===== src/hdl/gda_pkg.sv =====
// Shared types, constants and calendar functions for the Gregorian date adder.
// No dependencies; used by gda_alu, gda_cal and gregorian_date_add_days.

package gda_pkg;

  localparam int DAY_W   = 5;
  localparam int MONTH_W = 4;
  localparam int YEAR_W  = 14;
  localparam int YINT_W  = 15;   // year keeps one carry bit inside the walk
  localparam int ADD_W   = 15;
  localparam int LEFT_W  = 16;   // day + count, up to 32798
  localparam int REM_W   = 9;    // year mod 400
  localparam int YLEN_W  = 9;

  localparam int MOD_STEPS = 6;  // 400 << 5 .. 400 << 0 covers a 14-bit year
  localparam int CNT_W     = 3;

  localparam logic [REM_W-1:0]   YEAR_CYCLE   = REM_W'(400);
  localparam logic [REM_W-1:0]   CYCLE_LAST   = REM_W'(399);
  localparam logic [REM_W-1:0]   CENTURY      = REM_W'(100);
  localparam logic [MONTH_W-1:0] JANUARY      = MONTH_W'(1);
  localparam logic [MONTH_W-1:0] FEBRUARY     = MONTH_W'(2);
  localparam logic [MONTH_W-1:0] DECEMBER     = MONTH_W'(12);
  localparam logic [DAY_W-1:0]   FEB_LEAP     = DAY_W'(29);
  localparam logic [DAY_W-1:0]   FEB_COMMON   = DAY_W'(28);
  localparam logic [YLEN_W-1:0]  YEAR_COMMON  = YLEN_W'(365);
  localparam logic [YLEN_W-1:0]  YEAR_LEAP    = YLEN_W'(366);

  localparam logic [DAY_W-1:0] MONTH_LEN [12] = '{
    DAY_W'(31), DAY_W'(28), DAY_W'(31), DAY_W'(30), DAY_W'(31), DAY_W'(30),
    DAY_W'(31), DAY_W'(31), DAY_W'(30), DAY_W'(31), DAY_W'(30), DAY_W'(31)
  };

  typedef struct packed {
    logic [LEFT_W-1:0] diff;
    logic              borrow;   // a < b
    logic              zero;     // a == b
  } alu_res_t;

  typedef struct packed {
    logic [DAY_W-1:0]  month_len;  // 0 for a month code outside 1..12
    logic [YLEN_W-1:0] year_len;
  } cal_info_t;

  // Leap test from the two low year bits and the year's remainder mod 400.
  function automatic logic is_leap(input logic [1:0] y_lo, input logic [REM_W-1:0] r400);
    logic century;
    begin
      century = (r400 == '0) || (r400 == CENTURY) || (r400 == REM_W'(200)) ||
                (r400 == REM_W'(300));
      is_leap = ((y_lo == 2'b00) && !century) || (r400 == '0);
    end
  endfunction

  function automatic logic [DAY_W-1:0] month_days(input logic [MONTH_W-1:0] m,
                                                  input logic leap);
    logic [DAY_W-1:0] len;
    begin
      if (m == '0 || m > DECEMBER) begin
        len = '0;
      end else if (m == FEBRUARY) begin
        len = leap ? FEB_LEAP : FEB_COMMON;
      end else begin
        len = MONTH_LEN[m - JANUARY];
      end
      month_days = len;
    end
  endfunction

  // Subtrahend for reduction step k: 400 shifted left by (MOD_STEPS-1-k).
  function automatic logic [LEFT_W-1:0] mod_sub(input logic [CNT_W-1:0] k);
    logic [LEFT_W-1:0] base;
    begin
      base    = LEFT_W'(YEAR_CYCLE);
      mod_sub = base << (CNT_W'(MOD_STEPS - 1) - k);
    end
  endfunction

endpackage


===== src/hdl/gregorian_date_add_days.sv =====
// Top level of the Gregorian date adder: sequencer, working registers, output item.
// Depends on gda_pkg, gda_alu (shared subtractor) and gda_cal (calendar lookup).
//
//  channel | handshake           | payload
//  --------+---------------------+--------------------------------------------------
//  in      | in_valid, in_stall  | start_day, start_month, start_year, days_to_add
//  out     | out_valid, out_stall| result_day, result_month, result_year, input_invalid
//
// An item goes from acceptance to the output register in order: the year is reduced
// mod 400, the start date is checked, the walk runs (skipped for an invalid start date)
// and the result is loaded. The walk advances by single months, skips whole years at
// once from January, and spends a step on each failed year test and on the final compare.
// Every step goes through the single subtractor in gda_alu.
// in_stall is high while an item is in work; the next item is taken while a finished
// result still waits under out_stall. rst is synchronous and clears the sequencer and
// out_valid.

module gregorian_date_add_days (
  input  logic                        clk,
  input  logic                        rst,
  input  logic                        in_valid,
  output logic                        in_stall,
  input  logic [gda_pkg::DAY_W-1:0]   start_day,
  input  logic [gda_pkg::MONTH_W-1:0] start_month,
  input  logic [gda_pkg::YEAR_W-1:0]  start_year,
  input  logic [gda_pkg::ADD_W-1:0]   days_to_add,
  output logic                        out_valid,
  input  logic                        out_stall,
  output logic [gda_pkg::DAY_W-1:0]   result_day,
  output logic [gda_pkg::MONTH_W-1:0] result_month,
  output logic [gda_pkg::YEAR_W-1:0]  result_year,
  output logic                        input_invalid
);

  // sequencer states
  localparam logic [2:0] S_IDLE  = 3'd0;
  localparam logic [2:0] S_MOD   = 3'd1;  // reduce year mod 400
  localparam logic [2:0] S_CHECK = 3'd2;  // validate start date
  localparam logic [2:0] S_WALK  = 3'd3;  // year / month steps
  localparam logic [2:0] S_DONE  = 3'd4;  // hand result to output register

  logic [2:0]                  state;
  logic [gda_pkg::CNT_W-1:0]   cnt;
  logic [gda_pkg::DAY_W-1:0]   day;
  logic [gda_pkg::MONTH_W-1:0] month;
  logic [gda_pkg::YINT_W-1:0]  year;
  logic [gda_pkg::ADD_W-1:0]   add;
  logic [gda_pkg::LEFT_W-1:0]  left;
  logic [gda_pkg::YEAR_W-1:0]  yrem;     // year mod 400 once reduction ends
  logic                        yr_tried; // year skip already failed this January
  logic                        bad;

  logic [gda_pkg::LEFT_W-1:0]  alu_a;
  logic [gda_pkg::LEFT_W-1:0]  alu_b;
  gda_pkg::alu_res_t           alu;
  gda_pkg::cal_info_t          cal;
  logic                        year_try;
  logic                        gt;
  logic                        in_acc;
  logic                        out_load;
  logic [gda_pkg::REM_W-1:0]   r400_inc;

  assign in_stall = (state != S_IDLE);
  assign in_acc   = in_valid && !in_stall;
  assign out_load = (state == S_DONE) && (!out_valid || !out_stall);
  assign year_try = (month == gda_pkg::JANUARY) && !yr_tried;
  assign gt       = !alu.borrow && !alu.zero;
  assign r400_inc = (yrem[gda_pkg::REM_W-1:0] == gda_pkg::CYCLE_LAST) ? '0 :
                    yrem[gda_pkg::REM_W-1:0] + gda_pkg::REM_W'(1);

  gda_cal u_cal (
    .month     (month),
    .year_lo   (year[1:0]),
    .year_r400 (yrem[gda_pkg::REM_W-1:0]),
    .info      (cal)
  );

  // operand select for the shared subtractor
  always_comb begin
    alu_a = left;
    alu_b = gda_pkg::LEFT_W'(cal.month_len);
    case (state)
      S_MOD: begin
        alu_a = gda_pkg::LEFT_W'(yrem);
        alu_b = gda_pkg::mod_sub(cnt);
      end
      S_CHECK: begin
        // borrow means day > month length
        alu_a = gda_pkg::LEFT_W'(cal.month_len);
        alu_b = gda_pkg::LEFT_W'(day);
      end
      S_WALK: begin
        alu_a = left;
        alu_b = year_try ? gda_pkg::LEFT_W'(cal.year_len) :
                           gda_pkg::LEFT_W'(cal.month_len);
      end
      default: begin
        alu_a = left;
        alu_b = gda_pkg::LEFT_W'(cal.month_len);
      end
    endcase
  end

  gda_alu u_alu (
    .a   (alu_a),
    .b   (alu_b),
    .res (alu)
  );

  always_ff @(posedge clk) begin
    if (rst) begin
      state     <= S_IDLE;
      out_valid <= 1'b0;
    end else begin
      if (out_valid && !out_stall && !out_load) begin
        out_valid <= 1'b0;
      end
      case (state)
        S_IDLE: begin
          if (in_acc) begin
            day   <= start_day;
            month <= start_month;
            year  <= gda_pkg::YINT_W'(start_year);
            add   <= days_to_add;
            yrem  <= start_year;
            cnt   <= '0;
            state <= S_MOD;
          end
        end
        S_MOD: begin
          if (!alu.borrow) begin
            yrem <= alu.diff[gda_pkg::YEAR_W-1:0];
          end
          cnt <= cnt + gda_pkg::CNT_W'(1);
          if (cnt == gda_pkg::CNT_W'(gda_pkg::MOD_STEPS - 1)) begin
            state <= S_CHECK;
          end
        end
        S_CHECK: begin
          bad      <= (cal.month_len == '0) || (day == '0) || alu.borrow;
          left     <= gda_pkg::LEFT_W'(day) + gda_pkg::LEFT_W'(add);
          yr_tried <= 1'b0;
          if ((cal.month_len == '0) || (day == '0) || alu.borrow) begin
            state <= S_DONE;
          end else begin
            state <= S_WALK;
          end
        end
        S_WALK: begin
          if (year_try) begin
            if (gt) begin
              // whole year fits: skip January..December at once
              left <= alu.diff;
              year <= year + gda_pkg::YINT_W'(1);
              yrem <= gda_pkg::YEAR_W'(r400_inc);
            end else begin
              yr_tried <= 1'b1;
            end
          end else if (gt) begin
            left <= alu.diff;
            if (month == gda_pkg::DECEMBER) begin
              month    <= gda_pkg::JANUARY;
              year     <= year + gda_pkg::YINT_W'(1);
              yrem     <= gda_pkg::YEAR_W'(r400_inc);
              yr_tried <= 1'b0;
            end else begin
              month <= month + gda_pkg::MONTH_W'(1);
            end
          end else begin
            state <= S_DONE;
          end
        end
        S_DONE: begin
          if (out_load) begin
            out_valid     <= 1'b1;
            input_invalid <= bad;
            result_day    <= bad ? '0 : left[gda_pkg::DAY_W-1:0];
            result_month  <= bad ? '0 : month;
            result_year   <= bad ? '0 : year[gda_pkg::YEAR_W-1:0];
            state         <= S_IDLE;
          end
        end
        default: begin
          state <= S_IDLE;
        end
      endcase
    end
  end

  // ---------------------------------------------------------------------------
  // assertions

  a_accept_starts_mod : assert property (@(posedge clk) disable iff (rst)
    in_acc |=> (state == S_MOD))
    else $error("accepted item did not start year reduction");

  a_walk_month_range : assert property (@(posedge clk) disable iff (rst)
    (state == S_WALK) |-> (month >= gda_pkg::JANUARY && month <= gda_pkg::DECEMBER))
    else $error("walk reached a month outside 1..12");

  a_walk_rem_range : assert property (@(posedge clk) disable iff (rst)
    (state == S_WALK) |-> (yrem < gda_pkg::YEAR_W'(gda_pkg::YEAR_CYCLE)))
    else $error("year remainder not reduced below 400");

  a_invalid_zero : assert property (@(posedge clk) disable iff (rst)
    (out_valid && input_invalid) |->
      (result_day == '0 && result_month == '0 && result_year == '0))
    else $error("invalid result carries nonzero date");

endmodule


===== src/hdl/gda_alu.sv =====
// Shared subtract/compare unit of the date adder.
// Depends on gda_pkg (alu_res_t, LEFT_W).

module gda_alu (
  input  logic [gda_pkg::LEFT_W-1:0] a,
  input  logic [gda_pkg::LEFT_W-1:0] b,
  output gda_pkg::alu_res_t          res
);

  logic [gda_pkg::LEFT_W:0] wide;

  assign wide       = {1'b0, a} - {1'b0, b};
  assign res.diff   = wide[gda_pkg::LEFT_W-1:0];
  assign res.borrow = wide[gda_pkg::LEFT_W];
  assign res.zero   = (wide == '0);

endmodule


===== src/hdl/gda_cal.sv =====
// Calendar lookup: month length and year length for the current walk position.
// Depends on gda_pkg (is_leap, month_days, cal_info_t).

module gda_cal (
  input  logic [gda_pkg::MONTH_W-1:0] month,
  input  logic [1:0]                  year_lo,
  input  logic [gda_pkg::REM_W-1:0]   year_r400,
  output gda_pkg::cal_info_t          info
);

  logic leap;

  assign leap           = gda_pkg::is_leap(year_lo, year_r400);
  assign info.month_len = gda_pkg::month_days(month, leap);
  assign info.year_len  = leap ? gda_pkg::YEAR_LEAP : gda_pkg::YEAR_COMMON;

endmodule

===== config.mk =====
export PLATFORM = sky130hd
export DESIGN_NAME = gregorian_date_add_days
export DESIGN_NICKNAME = d
export VERILOG_FILES = /design/src/hdl/gda_pkg.sv /design/src/hdl/gregorian_date_add_days.sv /design/src/hdl/gda_alu.sv /design/src/hdl/gda_cal.sv
export SDC_FILE = /design/constraint.sdc
export NUM_CORES = 1
export LEC_CHECK = 0
export BUFFER_PORTS_ARGS = -buffer_cell sky130_fd_sc_hd__buf_2
export CORE_MARGIN = 2
export CORE_UTILIZATION = 54
export CTS_CLUSTER_SIZE = 40
export DETAILED_ROUTE_END_ITERATION = 12
export GPL_ROUTABILITY_DRIVEN = 1
export PLACE_DENSITY_LB_ADDON = 0.05
export SLEW_MARGIN = 10
export SYNTH_ARGS = -nofsm -noshare
export SYNTH_HDL_FRONTEND = slang
export SYNTH_HIERARCHICAL = 1
export SYNTH_SLANG_ARGS = --single-unit

===== constraint.sdc =====
create_clock -name clk -period 5.5 [get_ports clk]
set_clock_uncertainty 0.15 [all_clocks]
set_input_delay 0 -clock clk [delete_from_list [all_inputs] [get_ports clk]]
set_output_delay 0 -clock clk [all_outputs]
set_load 0.05 [all_outputs]

# ---- Word level (Yosys, flattened, before mapping)
# Memories as Yosys holds them, arrays and structs flattened.
# Index checks and enable logic that the tools add are counted.
dict set report op_classes {
  n_addsub 8
  magnitude_cmp 2
  n_eq_ne 22
  shifts 1
  mux 47
  bitwise 2
  n_reduce_logical 45
}
# operator n
set ops {}
lappend ops {{14-bit two-way mux} 6}
lappend ops {{15-bit two-way mux} 5}
lappend ops {{16-bit one-hot mux with 2 select lines} 2}
lappend ops {{16-bit one-hot mux with 3 select lines} 1}
lappend ops {{14-bit one-hot mux with 3 select lines} 1}
lappend ops {{15-bit one-hot mux with 2 select lines} 1}
lappend ops {{3-bit two-way mux} 7}
lappend ops {{5-bit two-way mux} 4}
lappend ops {{5-bit AND reduction} 4}
lappend ops {{9-bit equality test, second input constant} 2}
lappend ops {{9-bit two-way mux} 2}
lappend ops {{17-bit zero test} 1}
lappend ops {{16-bit by 16-bit subtractor with 17-bit output} 1}
lappend ops {{5-bit by 15-bit adder with 16-bit output} 1}
lappend ops {{16-bit two-way mux} 1}
lappend ops {{4-bit two-way mux} 4}
lappend ops {{9-bit by 3-bit << shifter with 16-bit output, first input constant} 1}
lappend ops {{15-bit by 1-bit adder with 15-bit output, second input constant} 1}
lappend ops {{3-bit one-hot mux with 5 select lines} 1}
lappend ops {{2-bit inequality test, second input constant} 7}
lappend ops {{3-bit AND reduction} 4}
lappend ops {{5-bit zero test} 2}
lappend ops {{9-bit by 1-bit adder with 9-bit output, second input constant} 1}
lappend ops {{9-bit by 7-bit equality test with 1-bit output, second input constant} 1}
lappend ops {{other kinds (32)} 66}
dict set report word_totals {
  reg_bits 102
  mem_bits_ro 80
  input_bits 42
  output_inout_bits 26
  elab_cells 143
  n_memories 1
}
# memory words word_bits read_ports rd_clocked_by_memory_dff write_ports line
set memory_table {}
lappend memory_table {{(no name shown)} 16 5 1 0 0 gda_pkg.sv:64} ;# len = MONTH_LEN[m - JANUARY];

# ---- Logic depth before layout (Yosys ltp)
# Gate-level depths: netlist of run 1.
dict set report logic_depth {
  depth_word 19
  mapped_depth 24
}

# ---- Cells and area by module
# The synthesis of run 1 kept the hierarchy.
# mod instances cells_each area_each_um2
set modules_own_cells {}
lappend modules_own_cells {gregorian_date_add_days 1 507 5413.9}
lappend modules_own_cells {gda_alu 1 116 842.1}
lappend modules_own_cells {gda_cal 1 36 252.7}

# ---- Worst setup path before layout of run 1
# Ideal clock, no wire load.
dict set report synth_path {
  kind {reg-to-reg}
  startpoint {reg month[1] (netlist name)}
  endpoint {reg year[0] (netlist name), enable pin}
  setup_ps 407
  arrival_ps 4998
  path_slack_ps -55
  path_stages_with_launch 22
  n_path_buf 1
  path_cell_list {edfxtp_1 inv_1 ha_1 or4b_4 buf_6 nand3_1 nand2_1 a222oi_1 inv_1 ha_1 fa_1 nor2b_4 o31ai_4 a211oi_1 a2111oi_0 o31ai_1 a21o_1 xor2_1 nor4b_2 nor2_1 nand2_1 a211oi_1}
}
# element line
set synth_rtl {}
lappend synth_rtl {{start, declared} gregorian_date_add_days.sv:45} ;# logic [gda_pkg::MONTH_W-1:0] month;
lappend synth_rtl {{start signal, assigned} gregorian_date_add_days.sv:122} ;# month <= start_month;
lappend synth_rtl {{start signal, assigned} gregorian_date_add_days.sv:162} ;# month <= gda_pkg::JANUARY;
lappend synth_rtl {{start signal, assigned} gregorian_date_add_days.sv:167} ;# month <= month + gda_pkg::MONTH_W'(1);
lappend synth_rtl {{end signal, assigned} gregorian_date_add_days.sv:123} ;# year <= gda_pkg::YINT_W'(start_year);
lappend synth_rtl {{end signal, assigned} gregorian_date_add_days.sv:154} ;# year <= year + gda_pkg::YINT_W'(1);
lappend synth_rtl {{end signal, assigned} gregorian_date_add_days.sv:163} ;# year <= year + gda_pkg::YINT_W'(1);
lappend synth_rtl {{end, declared} gregorian_date_add_days.sv:46} ;# logic [gda_pkg::YINT_W-1:0] year;

==> run summary, run 1 <==
SYNTHESIS
----------------------------------------------------------------------------------
Number of enable flip-flop cells after synthesis                                97
Per-instance average area after synthesis                                 9.88 µm²
Main synth FF type                                                    sky130_fd_sc_hd__edfxtp_1
Post-synthesis register bit count                                              101
Register area share after synthesis                                          0.460
Netlist Area Pre-Place                                                    6510 µm²
Gate count after technology mapping                                            659
Count of distinct cell types in the synthesized netlist                         75
Synth Warn #                                                                     6
Largest area contributor in the netlist                               sky130_fd_sc_hd__edfxtp_1
Most area-consuming cells after synthesis                             sky130_fd_sc_hd__edfxtp_1 (45%), sky130_fd_sc_hd__ha_1 (6.3%), sky130_fd_sc_hd__nand2_1 (4.6%)
Share of the synthesized area in the top cell type                           0.448
Asr flop ratio synth                                                             0

GRT
----------------------------------------------------------------------------------
Combined global-route utilization of all metal layers                        0.275
Pin count of the biggest net entering global routing                            49
Via count of the first global-routing pass                                    5229
Global-route wire length before repair                                    27300 µm
Number of antenna violations at the first check in global routing                0
Sum of overflow across all layers after global routing                           0

STA
----------------------------------------------------------------------------------
Achievable Freq                                                            182 MHz
RSZ-0062 raised after global routing                                           yes
Final hold violations                                                            0
Fin Hold WS                                                               0.201 ns
Number of pins with negative max-slew slack in the final report                  0
Shortest period the worst path allows                                      5.50 ns
Slew at the pin closest to its max-slew limit                              1.14 ns
Ratio of final minimum period to clock period                                 1.00
Total setup violations reported at the end of the flow                           1
Setup WS post-layout                                                  -0.0000511 ns
Max-slew headroom                                                            0.241

ROUTING
----------------------------------------------------------------------------------
Total DRC errors in the routed layout                                            0
1st-pass router iterations                                                       7
Vias per cell                                                                 5.77
Routed length per instance                                                 18.3 µm
Vias                                                                          5569
Wirelength, routed                                                        17600 µm
Remaining number of nets flagged by the antenna check after routing              0
Iteration-0 DRC Markers                                                        568

PLACEMENT
----------------------------------------------------------------------------------
Quantity of I/O buffers inserted on ports                                       67
Post-detailed-placement half-perimeter wirelength                         12900 µm
RD Place Congestion                                                           1.00

POWER AND IR DROP
----------------------------------------------------------------------------------
Power density relative to cell area                                     373 nW/µm²
Leakage power summed over all cells                                     0.00327 µW
Worst-case vdd ir drop                                                    0.198 mV
Total power of the final layout                                            3060 µW

FINISH
----------------------------------------------------------------------------------
Fraction of layout instances using a drive strength above 1                  0.222
Highest-count cells in the layout ignoring fill and taps              sky130_fd_sc_hd__edfxtp_1 (97), sky130_fd_sc_hd__nand2_1 (78), sky130_fd_sc_hd__buf_2 (67)
Area growth from synthesis to layout                                         26.1%
Number of antenna diodes                                                         0
Final net count                                                                890
Leading cell type in the layout, fill and taps excluded               sky130_fd_sc_hd__edfxtp_1

FLOORPLAN
----------------------------------------------------------------------------------
Top-level I/O count                                                             68
Number of rows created at floorplan                                             40
Die W                                                                       114 µm
Core area                                                                11900 µm²
Floorplan die area                                                       12900 µm²
Die height                                                                  114 µm
Effective utilization at floorplan                                           0.546

WORST SETUP PATH
----------------------------------------------------------------------------------
Largest fanout on the critical path                                              6
Kind of critical path                                                 register to register
Crit path capture type                                                    register
Worst Setup SP                                                            month[1]
Arrival time worst endpoint                                                5.42 ns
Worst Path Required                                                        5.42 ns
Startpoint of the most critical register-to-register path                 month[1]
Setup crit start kind                                                     register

CLOCK TREE
----------------------------------------------------------------------------------
Clock buffers created by TritonCTS                                               9
Root buffer cell                                                      sky130_fd_sc_hd__clkbuf_16
Sinks on the clock net                                                         101
Clock latency at the later pin of the worst-skew pair                      0.36 ns
CTS clk-pin slew, worst paths                                              0.07 ns
Clock Path Buffers                                                               2
TritonCTS clock tree                                                         built
Count of H-tree levels built during CTS                                          3

STATUS
----------------------------------------------------------------------------------
Violated checks                                                       setup timing
Result of the run                                                     finished with violations

WORST HOLD PATH
----------------------------------------------------------------------------------
Hold path startpoint                                                  start_day[0]
Kind of path behind the tightest hold check                           primary input to register

JOB
----------------------------------------------------------------------------------
Number of max-cap violations                                                     0

-- worst max-delay path: stages, from the launching register on --
cell	delay, ns
sky130_fd_sc_hd__edfxtp_1	0.41
sky130_fd_sc_hd__inv_2	0.08
sky130_fd_sc_hd__ha_1	0.12
sky130_fd_sc_hd__or4b_4	0.49
sky130_fd_sc_hd__buf_4	0.16
sky130_fd_sc_hd__nor2_4	0.21
sky130_fd_sc_hd__buf_12	0.15
sky130_fd_sc_hd__a32o_1	0.12
sky130_fd_sc_hd__inv_1	0.05
sky130_fd_sc_hd__ha_1	0.30
sky130_fd_sc_hd__o21a_1	0.20
sky130_fd_sc_hd__o21ai_1	0.22
sky130_fd_sc_hd__a21oi_2	0.06
sky130_fd_sc_hd__or3_4	0.34
sky130_fd_sc_hd__a2111o_1	0.36
sky130_fd_sc_hd__or4_1	0.41
sky130_fd_sc_hd__or4_4	0.44
sky130_fd_sc_hd__nor4b_4	0.41
sky130_fd_sc_hd__nor2_2	0.11
sky130_fd_sc_hd__buf_6	0.14
sky130_fd_sc_hd__nor2_2	0.07
sky130_fd_sc_hd__a41oi_1	0.04
sky130_fd_sc_hd__a21oi_1	0.16
-- metrics by stage --
stage	TNS (ns)	cells	instance area (µm²)	utilization	setup slack [ns]
after floorplan	0	664	6530	-	0.179
after global placement	0	900	7330	0.616	0.0409
after detailed placement	-0.0905	900	7330	0.616	-0.0905
after CTS	0	958	8080	0.678	0.0175
after global routing	-7.79	965	8210	0.689	-0.222
final	-0.0000511	965	8210	0.689	-0.0000511
-- repair_timing --
item                                    CTS  global route
hold buffers                             42             0
pin swaps                                 1            12
gates resized for setup                   2            16
endpoints found under the setup margin   26            52
buffers inserted                          0             7
hold endpoints to repair                 55             0
-- state kept, by name (all words and copies together), names as in the netlist, 3 cells and up --
| signal | flops |
|---|---|
| left | 16 |
| add | 15 |
| result_year | 14 |
| year | 14 |
| yrem | 14 |
| day | 5 |
| result_day | 5 |
| month | 4 |
| result_month | 4 |
| cnt | 3 |
| state | 3 |
-- cell usage after synthesis (9+ instances only) --
cell type and count:
sky130_fd_sc_hd__clkbuf_1 19, sky130_fd_sc_hd__edfxtp_1 97, sky130_fd_sc_hd__a21oi_1 31, sky130_fd_sc_hd__inv_1 35
sky130_fd_sc_hd__xor2_1 17, sky130_fd_sc_hd__nor2b_1 24, sky130_fd_sc_hd__ha_1 33, sky130_fd_sc_hd__nor3_1 9
sky130_fd_sc_hd__nand3_1 16, sky130_fd_sc_hd__and3_1 11, sky130_fd_sc_hd__nor2_1 49, sky130_fd_sc_hd__o21ai_0 54
sky130_fd_sc_hd__buf_4 10, sky130_fd_sc_hd__xnor2_1 24, sky130_fd_sc_hd__nand2_1 79, sky130_fd_sc_hd__a22o_1 9
-- layout make-up --
class	count	area, µm²
clock inverter	7	81.3
multi-input combinational	490	3280
clock buffer	9	225
sequential	101	2990
inverter	36	135
tap	147	184
timing repair buffer	175	1310
fill	946	3700
-- metal layers --
metal	track usage	wire length [µm]	part of all wire
met5	0	0	0
met4	0.132	580	0.033
met3	0.0351	1120	0.064
met2	0.430	8090	0.46
met1	0.382	7840	0.44
-- kinds of logic after synthesis --
group / after synthesis / share of synthesized area
XOR/XNOR: 41 / 0.0552
AO/OA/AOI/OAI: 161 / 0.166
other: 2 / 0.00115
adder cells (fa/ha/maj): 35 / 0.0696
multiplexers: 6 / 0.00942
buffers and inverters: 73 / 0.0511
flip-flops: 101 / 0.460
AND/OR/NAND/NOR: 240 / 0.188
-- report_power, final --
| part | switching [µW] | leakage (µW) | internal (µW) |
|---|---|---|---|
| Combinational | 774 | 0.00218 | 639 |
| Sequential | 49.1 | 0.000931 | 931 |
| Clock | 308 | 0.000151 | 360 |
| Total | 1130 | 0.00327 | 1930 |
-- path summary, 6_finish.rpt --
check | end | slack (ns) | cells past startpoint
worst min-delay path | day[0] | 0.20 | 2
worst max register to register | yr_tried | -0.00005 | 22
worst max-delay path | yr_tried | -0.00005 | 22
worst min register to register | state[2] | 0.42 | 2
Note: power is estimated with default switching activity, not from simulation.
==> inputs of run 2 (changes only) <==
--- a/config.mk
+++ b/config.mk
@@ -11,7 +11,7 @@
 export CTS_CLUSTER_SIZE = 40
 export DETAILED_ROUTE_END_ITERATION = 12
 export GPL_ROUTABILITY_DRIVEN = 1
-export PLACE_DENSITY_LB_ADDON = 0.05
+export PLACE_DENSITY = 0.79
 export SLEW_MARGIN = 10
 export SYNTH_ARGS = -nofsm -noshare
 export SYNTH_HDL_FRONTEND = slang
==> run summary, run 2 (synthesized netlist as in run 1, its figures left out) <==
ROUTING
----------------------------------------------------------------------------------
Remaining number of nets flagged by the antenna check after routing              0
Routed length per instance                                                 18.5 µm
Vias                                                                          5719
Total DRC errors in the routed layout                                            0
Iteration-0 DRC Markers                                                        565
Wirelength, routed                                                        18100 µm
Vias per cell                                                                 5.87
1st-pass router iterations                                                       5

WORST SETUP PATH
----------------------------------------------------------------------------------
Kind of critical path                                                 register to register
Worst Path Required                                                        5.48 ns
Largest fanout on the critical path                                              7
Crit path capture type                                                    register
Arrival time worst endpoint                                                5.51 ns
Setup crit start kind                                                     register

CLOCK TREE
----------------------------------------------------------------------------------
Count of H-tree levels built during CTS                                          3
Clock Path Buffers                                                               2
Sinks on the clock net                                                         101
CTS clk-pin slew, worst paths                                              0.07 ns
Root buffer cell                                                      sky130_fd_sc_hd__clkbuf_16
Clock buffers created by TritonCTS                                               9
TritonCTS clock tree                                                         built
Clock latency at the later pin of the worst-skew pair                      0.36 ns

PLACEMENT
----------------------------------------------------------------------------------
RD Place Congestion                                                          0.951
Quantity of I/O buffers inserted on ports                                       67
Post-detailed-placement half-perimeter wirelength                         12800 µm
Placed Area                                                               7350 µm²
Count of placed standard cells including taps                                  904

FINISH
----------------------------------------------------------------------------------
Final std cell area, no fill                                              8310 µm²
Area growth from synthesis to layout                                         27.6%
Number of antenna diodes                                                         0
Post-route non-filler standard cell count                                      975
Number of filler cells placed in the layout                                    889
Number of flip-flops under the largest register name                            16
Leading cell type in the layout, fill and taps excluded               sky130_fd_sc_hd__edfxtp_1
Fraction of layout instances using a drive strength above 1                  0.237
Final net count                                                                900
Largest registers in the final layout                                 left x16, add x15
Share of the core filled with cells                                          0.697
Most flop-heavy register                                                      left
Highest-count cells in the layout ignoring fill and taps              sky130_fd_sc_hd__edfxtp_1 (97), sky130_fd_sc_hd__nand2_1 (77), sky130_fd_sc_hd__buf_4 (69)

GRT
----------------------------------------------------------------------------------
Combined global-route utilization of all metal layers                        0.282
Number of antenna violations at the first check in global routing                0
Pin count of the biggest net entering global routing                            49
Sum of overflow across all layers after global routing                           0
Via count of the first global-routing pass                                    5438
Global-route wire length before repair                                    27800 µm

FLOORPLAN
----------------------------------------------------------------------------------
Die W                                                                       114 µm
Core area                                                                11900 µm²
Effective utilization at floorplan                                           0.546
Number of rows created at floorplan                                             40
Top-level I/O count                                                             68
Die height                                                                  114 µm
Floorplan die area                                                       12900 µm²

POWER AND IR DROP
----------------------------------------------------------------------------------
Leakage power summed over all cells                                     0.00332 µW
Worst-case vdd ir drop                                                    0.231 mV
Power density relative to cell area                                     377 nW/µm²
Total power of the final layout                                            3130 µW

STA
----------------------------------------------------------------------------------
Final hold violations                                                            0
Slew at the pin closest to its max-slew limit                              1.10 ns
Setup WS post-layout                                                    -0.0368 ns
Achievable Freq                                                            181 MHz
Fin Setup TNS                                                            -0.330 ns
RSZ-0062 raised after global routing                                           yes
Number of pins with negative max-slew slack in the final report                  0
Total setup violations reported at the end of the flow                          12
Max-slew headroom                                                            0.267
Ratio of final minimum period to clock period                                 1.01
Shortest period the worst path allows                                      5.54 ns

STATUS
----------------------------------------------------------------------------------
Result of the run                                                     finished with violations
Violated checks                                                       setup timing

JOB
----------------------------------------------------------------------------------
Number of max-cap violations                                                     0

WORST HOLD PATH
----------------------------------------------------------------------------------
Kind of path behind the tightest hold check                           primary input to register

## run 2: area by class of cell
type	count	area, µm²	area share
Multi-Input combinational cell	490	3310	0.399
Sequential cell	101	2990	0.360
Timing Repair Buffer	185	1400	0.169
Tap cell	147	184	0.0221
Inverter	36	135	0.0163
Clock inverter	6	43.8	0.00527
Clock buffer	10	239	0.0288
## run 2: what timing repair did
item                                    4_1_cts  5_1_grt
gates cloned                                  0        1
endpoints found under the hold margin        55        2
pin swaps                                     1       18
hold buffers                                 41        1
buffers inserted                              0       12
gates resized for setup                       3       21
endpoints found under the setup margin       50       50
## run 2: power breakdown
| part | internal [µW] | leakage (µW) | switching, µW |
|---|---|---|---|
| combinational | 706 | 0.00225 | 816 |
| sequential | 931 | 0.000931 | 55.9 |
| clock | 323 | 0.000140 | 297 |
## run 2: layer usage
metal	track usage	up-vias	part of all wire
met5	0	-	0
met4	0.115	0	0.029
met3	0.0446	44	0.063
met2	0.481	250	0.50
met1	0.362	2704	0.41
li1	-	2721	-
## run 2: worst max-delay path, stage by stage, from the launching register on
cell and delay [ns]:
sky130_fd_sc_hd__edfxtp_1 0.42, sky130_fd_sc_hd__inv_2 0.10, sky130_fd_sc_hd__ha_4 0.12, sky130_fd_sc_hd__or4b_4 0.47, sky130_fd_sc_hd__buf_4 0.18, sky130_fd_sc_hd__nor2_4 0.17, sky130_fd_sc_hd__a222oi_1 0.12, sky130_fd_sc_hd__inv_1 0.08
sky130_fd_sc_hd__ha_2 0.19, sky130_fd_sc_hd__fa_2 0.26, sky130_fd_sc_hd__nor2b_4 0.06, sky130_fd_sc_hd__o31ai_4 0.28, sky130_fd_sc_hd__a21oi_2 0.10, sky130_fd_sc_hd__or3_1 0.33, sky130_fd_sc_hd__a2111o_1 0.41, sky130_fd_sc_hd__or4_4 0.42
sky130_fd_sc_hd__or4_4 0.44, sky130_fd_sc_hd__nor4b_4 0.36, sky130_fd_sc_hd__inv_1 0.10, sky130_fd_sc_hd__a21oi_2 0.16, sky130_fd_sc_hd__a2111oi_2 0.07, sky130_fd_sc_hd__bufbuf_16 0.31
## run 2: path summary, 6_finish.rpt
kind / startpoint / to / slack, ns / depth (start not counted)
worst max-delay path: month[1] / yrem[9] / -0.04 / 21
worst min-delay path: days_to_add[5] / add[5] / 0.19 / 2
worst max register to register: month[1] / yrem[9] / -0.04 / 21
worst min register to register: out_valid / state[2] / 0.39 / 2
## run 2: per-stage QoR
step	hold WS [ns]	setup slack [ns]
floorplan	-0.0511	0.179
global placement	0.0280	-0.0544
detailed placement	0.0287	-0.116
CTS	0.00172	0.0231
global route	0.193	-0.194
finish	0.193	-0.0368
==> inputs of run 3 (changes only) <==
--- a/config.mk
+++ b/config.mk
@@ -7,11 +7,12 @@
 export LEC_CHECK = 0
 export BUFFER_PORTS_ARGS = -buffer_cell sky130_fd_sc_hd__buf_2
 export CORE_MARGIN = 2
-export CORE_UTILIZATION = 54
+export CORE_UTILIZATION = 51
+export CTS_BUF_LIST = sky130_fd_sc_hd__clkbuf_8 sky130_fd_sc_hd__clkbuf_16
 export CTS_CLUSTER_SIZE = 40
 export DETAILED_ROUTE_END_ITERATION = 12
 export GPL_ROUTABILITY_DRIVEN = 1
-export PLACE_DENSITY = 0.79
+export PLACE_DENSITY = 0.75
 export SLEW_MARGIN = 10
 export SYNTH_ARGS = -nofsm -noshare
 export SYNTH_HDL_FRONTEND = slang
==> run summary, run 3 (synthesized netlist as in run 1, its figures left out) <==
STATUS
----------------------------------------------------------------------------------
Result of the run                                                     finished with violations
Violated checks                                                       setup timing

PLACEMENT
----------------------------------------------------------------------------------
Quantity of I/O buffers inserted on ports                                       67
Post-detailed-placement half-perimeter wirelength                         12600 µm
Placed Area                                                               7370 µm²
RD Place Congestion                                                          0.947
Post-Place Setup Slack                                                   -0.199 ns
Count of placed standard cells including taps                                  927

GRT
----------------------------------------------------------------------------------
Pin count of the biggest net entering global routing                            49
Global-route wire length before repair                                    26700 µm
Combined global-route utilization of all metal layers                        0.260
Number of antenna violations at the first check in global routing                0
Sum of overflow across all layers after global routing                           0
Via count of the first global-routing pass                                    5345

WORST HOLD PATH
----------------------------------------------------------------------------------
Hold path startpoint                                                  days_to_add[6]
Kind of path behind the tightest hold check                           primary input to register
Worst hold stages                                                                2

WORST SETUP PATH
----------------------------------------------------------------------------------
Setup crit start kind                                                     register
Crit path capture type                                                    register
Kind of critical path                                                 register to register
Worst Setup SP                                                             yrem[5]
R2R depth                                                                       20
Arrival time worst endpoint                                                5.66 ns
Largest fanout on the critical path                                              5
Worst Path Required                                                        5.60 ns
Startpoint of the most critical register-to-register path                  yrem[5]

CLOCK TREE
----------------------------------------------------------------------------------
Clock Path Buffers                                                               2
Root buffer cell                                                      sky130_fd_sc_hd__clkbuf_16
TritonCTS clock tree                                                         built
Sinks on the clock net                                                         101
Clock latency at the later pin of the worst-skew pair                      0.37 ns
CTS clk-pin slew, worst paths                                              0.07 ns
Count of H-tree levels built during CTS                                          3
Clock buffers created by TritonCTS                                               9

FINISH
----------------------------------------------------------------------------------
Number of flip-flops under the largest register name                            16
Area growth from synthesis to layout                                         26.6%
Most flop-heavy register                                                      left
Fraction of layout instances using a drive strength above 1                  0.226
Largest registers in the final layout                                 left x16, add x15
Final std cell area, no fill                                              8240 µm²
Leading cell type in the layout, fill and taps excluded               sky130_fd_sc_hd__edfxtp_1
Number of antenna diodes                                                         0
Post-route non-filler standard cell count                                      990
Highest-count cells in the layout ignoring fill and taps              sky130_fd_sc_hd__edfxtp_1 (97), sky130_fd_sc_hd__nand2_1 (77), sky130_fd_sc_hd__buf_2 (67)
Final net count                                                                890

STA
----------------------------------------------------------------------------------
Slew at the pin closest to its max-slew limit                              1.09 ns
Max-slew headroom                                                            0.277
Final hold violations                                                            0
Shortest period the worst path allows                                      5.56 ns
Achievable Freq                                                            180 MHz
Total setup violations reported at the end of the flow                           2
Fin Hold WS                                                               0.195 ns
RSZ-0062 raised after global routing                                           yes
Number of pins with negative max-slew slack in the final report                  0
Setup WS post-layout                                                    -0.0560 ns
Ratio of final minimum period to clock period                                 1.01

ROUTING
----------------------------------------------------------------------------------
Routed length per instance                                                 17.5 µm
Total DRC errors in the routed layout                                            0
Wire length the detailed router placed on met1                             7110 µm
Met3 wire len                                                              1340 µm
Routed wl met2                                                             8440 µm
Vias per cell                                                                 5.66
Vias                                                                          5600
Iteration-0 DRC Markers                                                        575
DR top layer                                                                  met4
Remaining number of nets flagged by the antenna check after routing              0
1st-pass router iterations                                                       6
Wirelength, routed                                                        17300 µm

FLOORPLAN
----------------------------------------------------------------------------------
Floorplan die area                                                       13700 µm²
Die height                                                                  117 µm
Number of rows created at floorplan                                             41
Effective utilization at floorplan                                           0.520
Top-level I/O count                                                             68
Die W                                                                       117 µm
Core area                                                                12500 µm²

POWER AND IR DROP
----------------------------------------------------------------------------------
Leakage power summed over all cells                                     0.00328 µW
Power density relative to cell area                                     377 nW/µm²
Worst-case vdd ir drop                                                    0.295 mV

JOB
----------------------------------------------------------------------------------
Number of max-cap violations                                                     0

[run 3: cell types whose count changed in the layout (fill, tap and decap cells not counted), moves of 2 or more]
cell	delta
sky130_fd_sc_hd__ha_1	+2
sky130_fd_sc_hd__buf_4	-7
sky130_fd_sc_hd__inv_6	-3
sky130_fd_sc_hd__buf_6	-2
[run 3: layout make-up]
cell class,count,area [µm²]
repair buffers,175,1290
clock inverters,5,58.8
fillers,995,4280
inverters,36,135
flip-flops and latches,101,2990
multi-input cells,490,3290
well taps,172,215
clock buffers,11,253
[run 3: final timing paths]
| kind | end | slack [ns] |
|---|---|---|
| max | state[0] | -0.06 |
| min | add[6] | 0.19 |
| max reg2reg | state[0] | -0.06 |
| min reg2reg | result_day[0] | 0.42 |
[run 3: worst max-delay path: stages, from the launching register on]
cell                        delay [ns]
sky130_fd_sc_hd__edfxtp_1         0.44
sky130_fd_sc_hd__and4bb_2         0.27
sky130_fd_sc_hd__o2111ai_2        0.20
sky130_fd_sc_hd__nand3_2          0.14
sky130_fd_sc_hd__and2_4           0.17
sky130_fd_sc_hd__a222oi_1         0.30
sky130_fd_sc_hd__inv_1            0.12
sky130_fd_sc_hd__ha_4             0.19
sky130_fd_sc_hd__fa_2             0.42
sky130_fd_sc_hd__buf_6            0.14
sky130_fd_sc_hd__xnor2_2          0.13
sky130_fd_sc_hd__or4_4            0.49
sky130_fd_sc_hd__a2111o_1         0.29
sky130_fd_sc_hd__or4_4            0.41
sky130_fd_sc_hd__or4_4            0.44
sky130_fd_sc_hd__nor4b_4          0.37
sky130_fd_sc_hd__or2_2            0.21
sky130_fd_sc_hd__a211o_1          0.16
sky130_fd_sc_hd__o311ai_1         0.12
sky130_fd_sc_hd__o21ai_1          0.21
sky130_fd_sc_hd__nand2_1          0.08
[run 3: timing repair]
action,4_1_cts,5_1_grt
pin swaps,2,14
setup buffers,0,5
hold buffers,42,0
endpoints found under the setup margin,50,51
resized for setup,6,14
endpoints found under the hold margin,59,0
[run 3: power breakdown]
group,internal (µW),leakage [µW],switching (µW)
sequential,932,0.000931,51.0
combinational,654,0.00220,804
clock,377,0.000148,287
[run 3: routing by layer]
| layer | up-vias | GRT usage |
|---|---|---|
| li1 | 2693 | - |
| met1 | 2651 | 0.320 |
| met2 | 224 | 0.453 |
| met3 | 32 | 0.0628 |
| met4 | 0 | 0.0831 |
| met5 | - | 0 |
[run 3: per-stage QoR]
| stage | utilization | power [µW] | TNS (ns) |
|---|---|---|---|
| 2_1_floorplan | - | 1800 | 0 |
| 3_3_place_gp | 0.589 | 2300 | -0.0301 |
| 3_5_place_dp | 0.589 | 2340 | -5.35 |
| 4_1_cts | 0.650 | 3040 | -0.0114 |
| 5_1_grt | 0.658 | 3260 | -6.45 |
| 6_report | 0.658 | 3110 | -0.0913 |
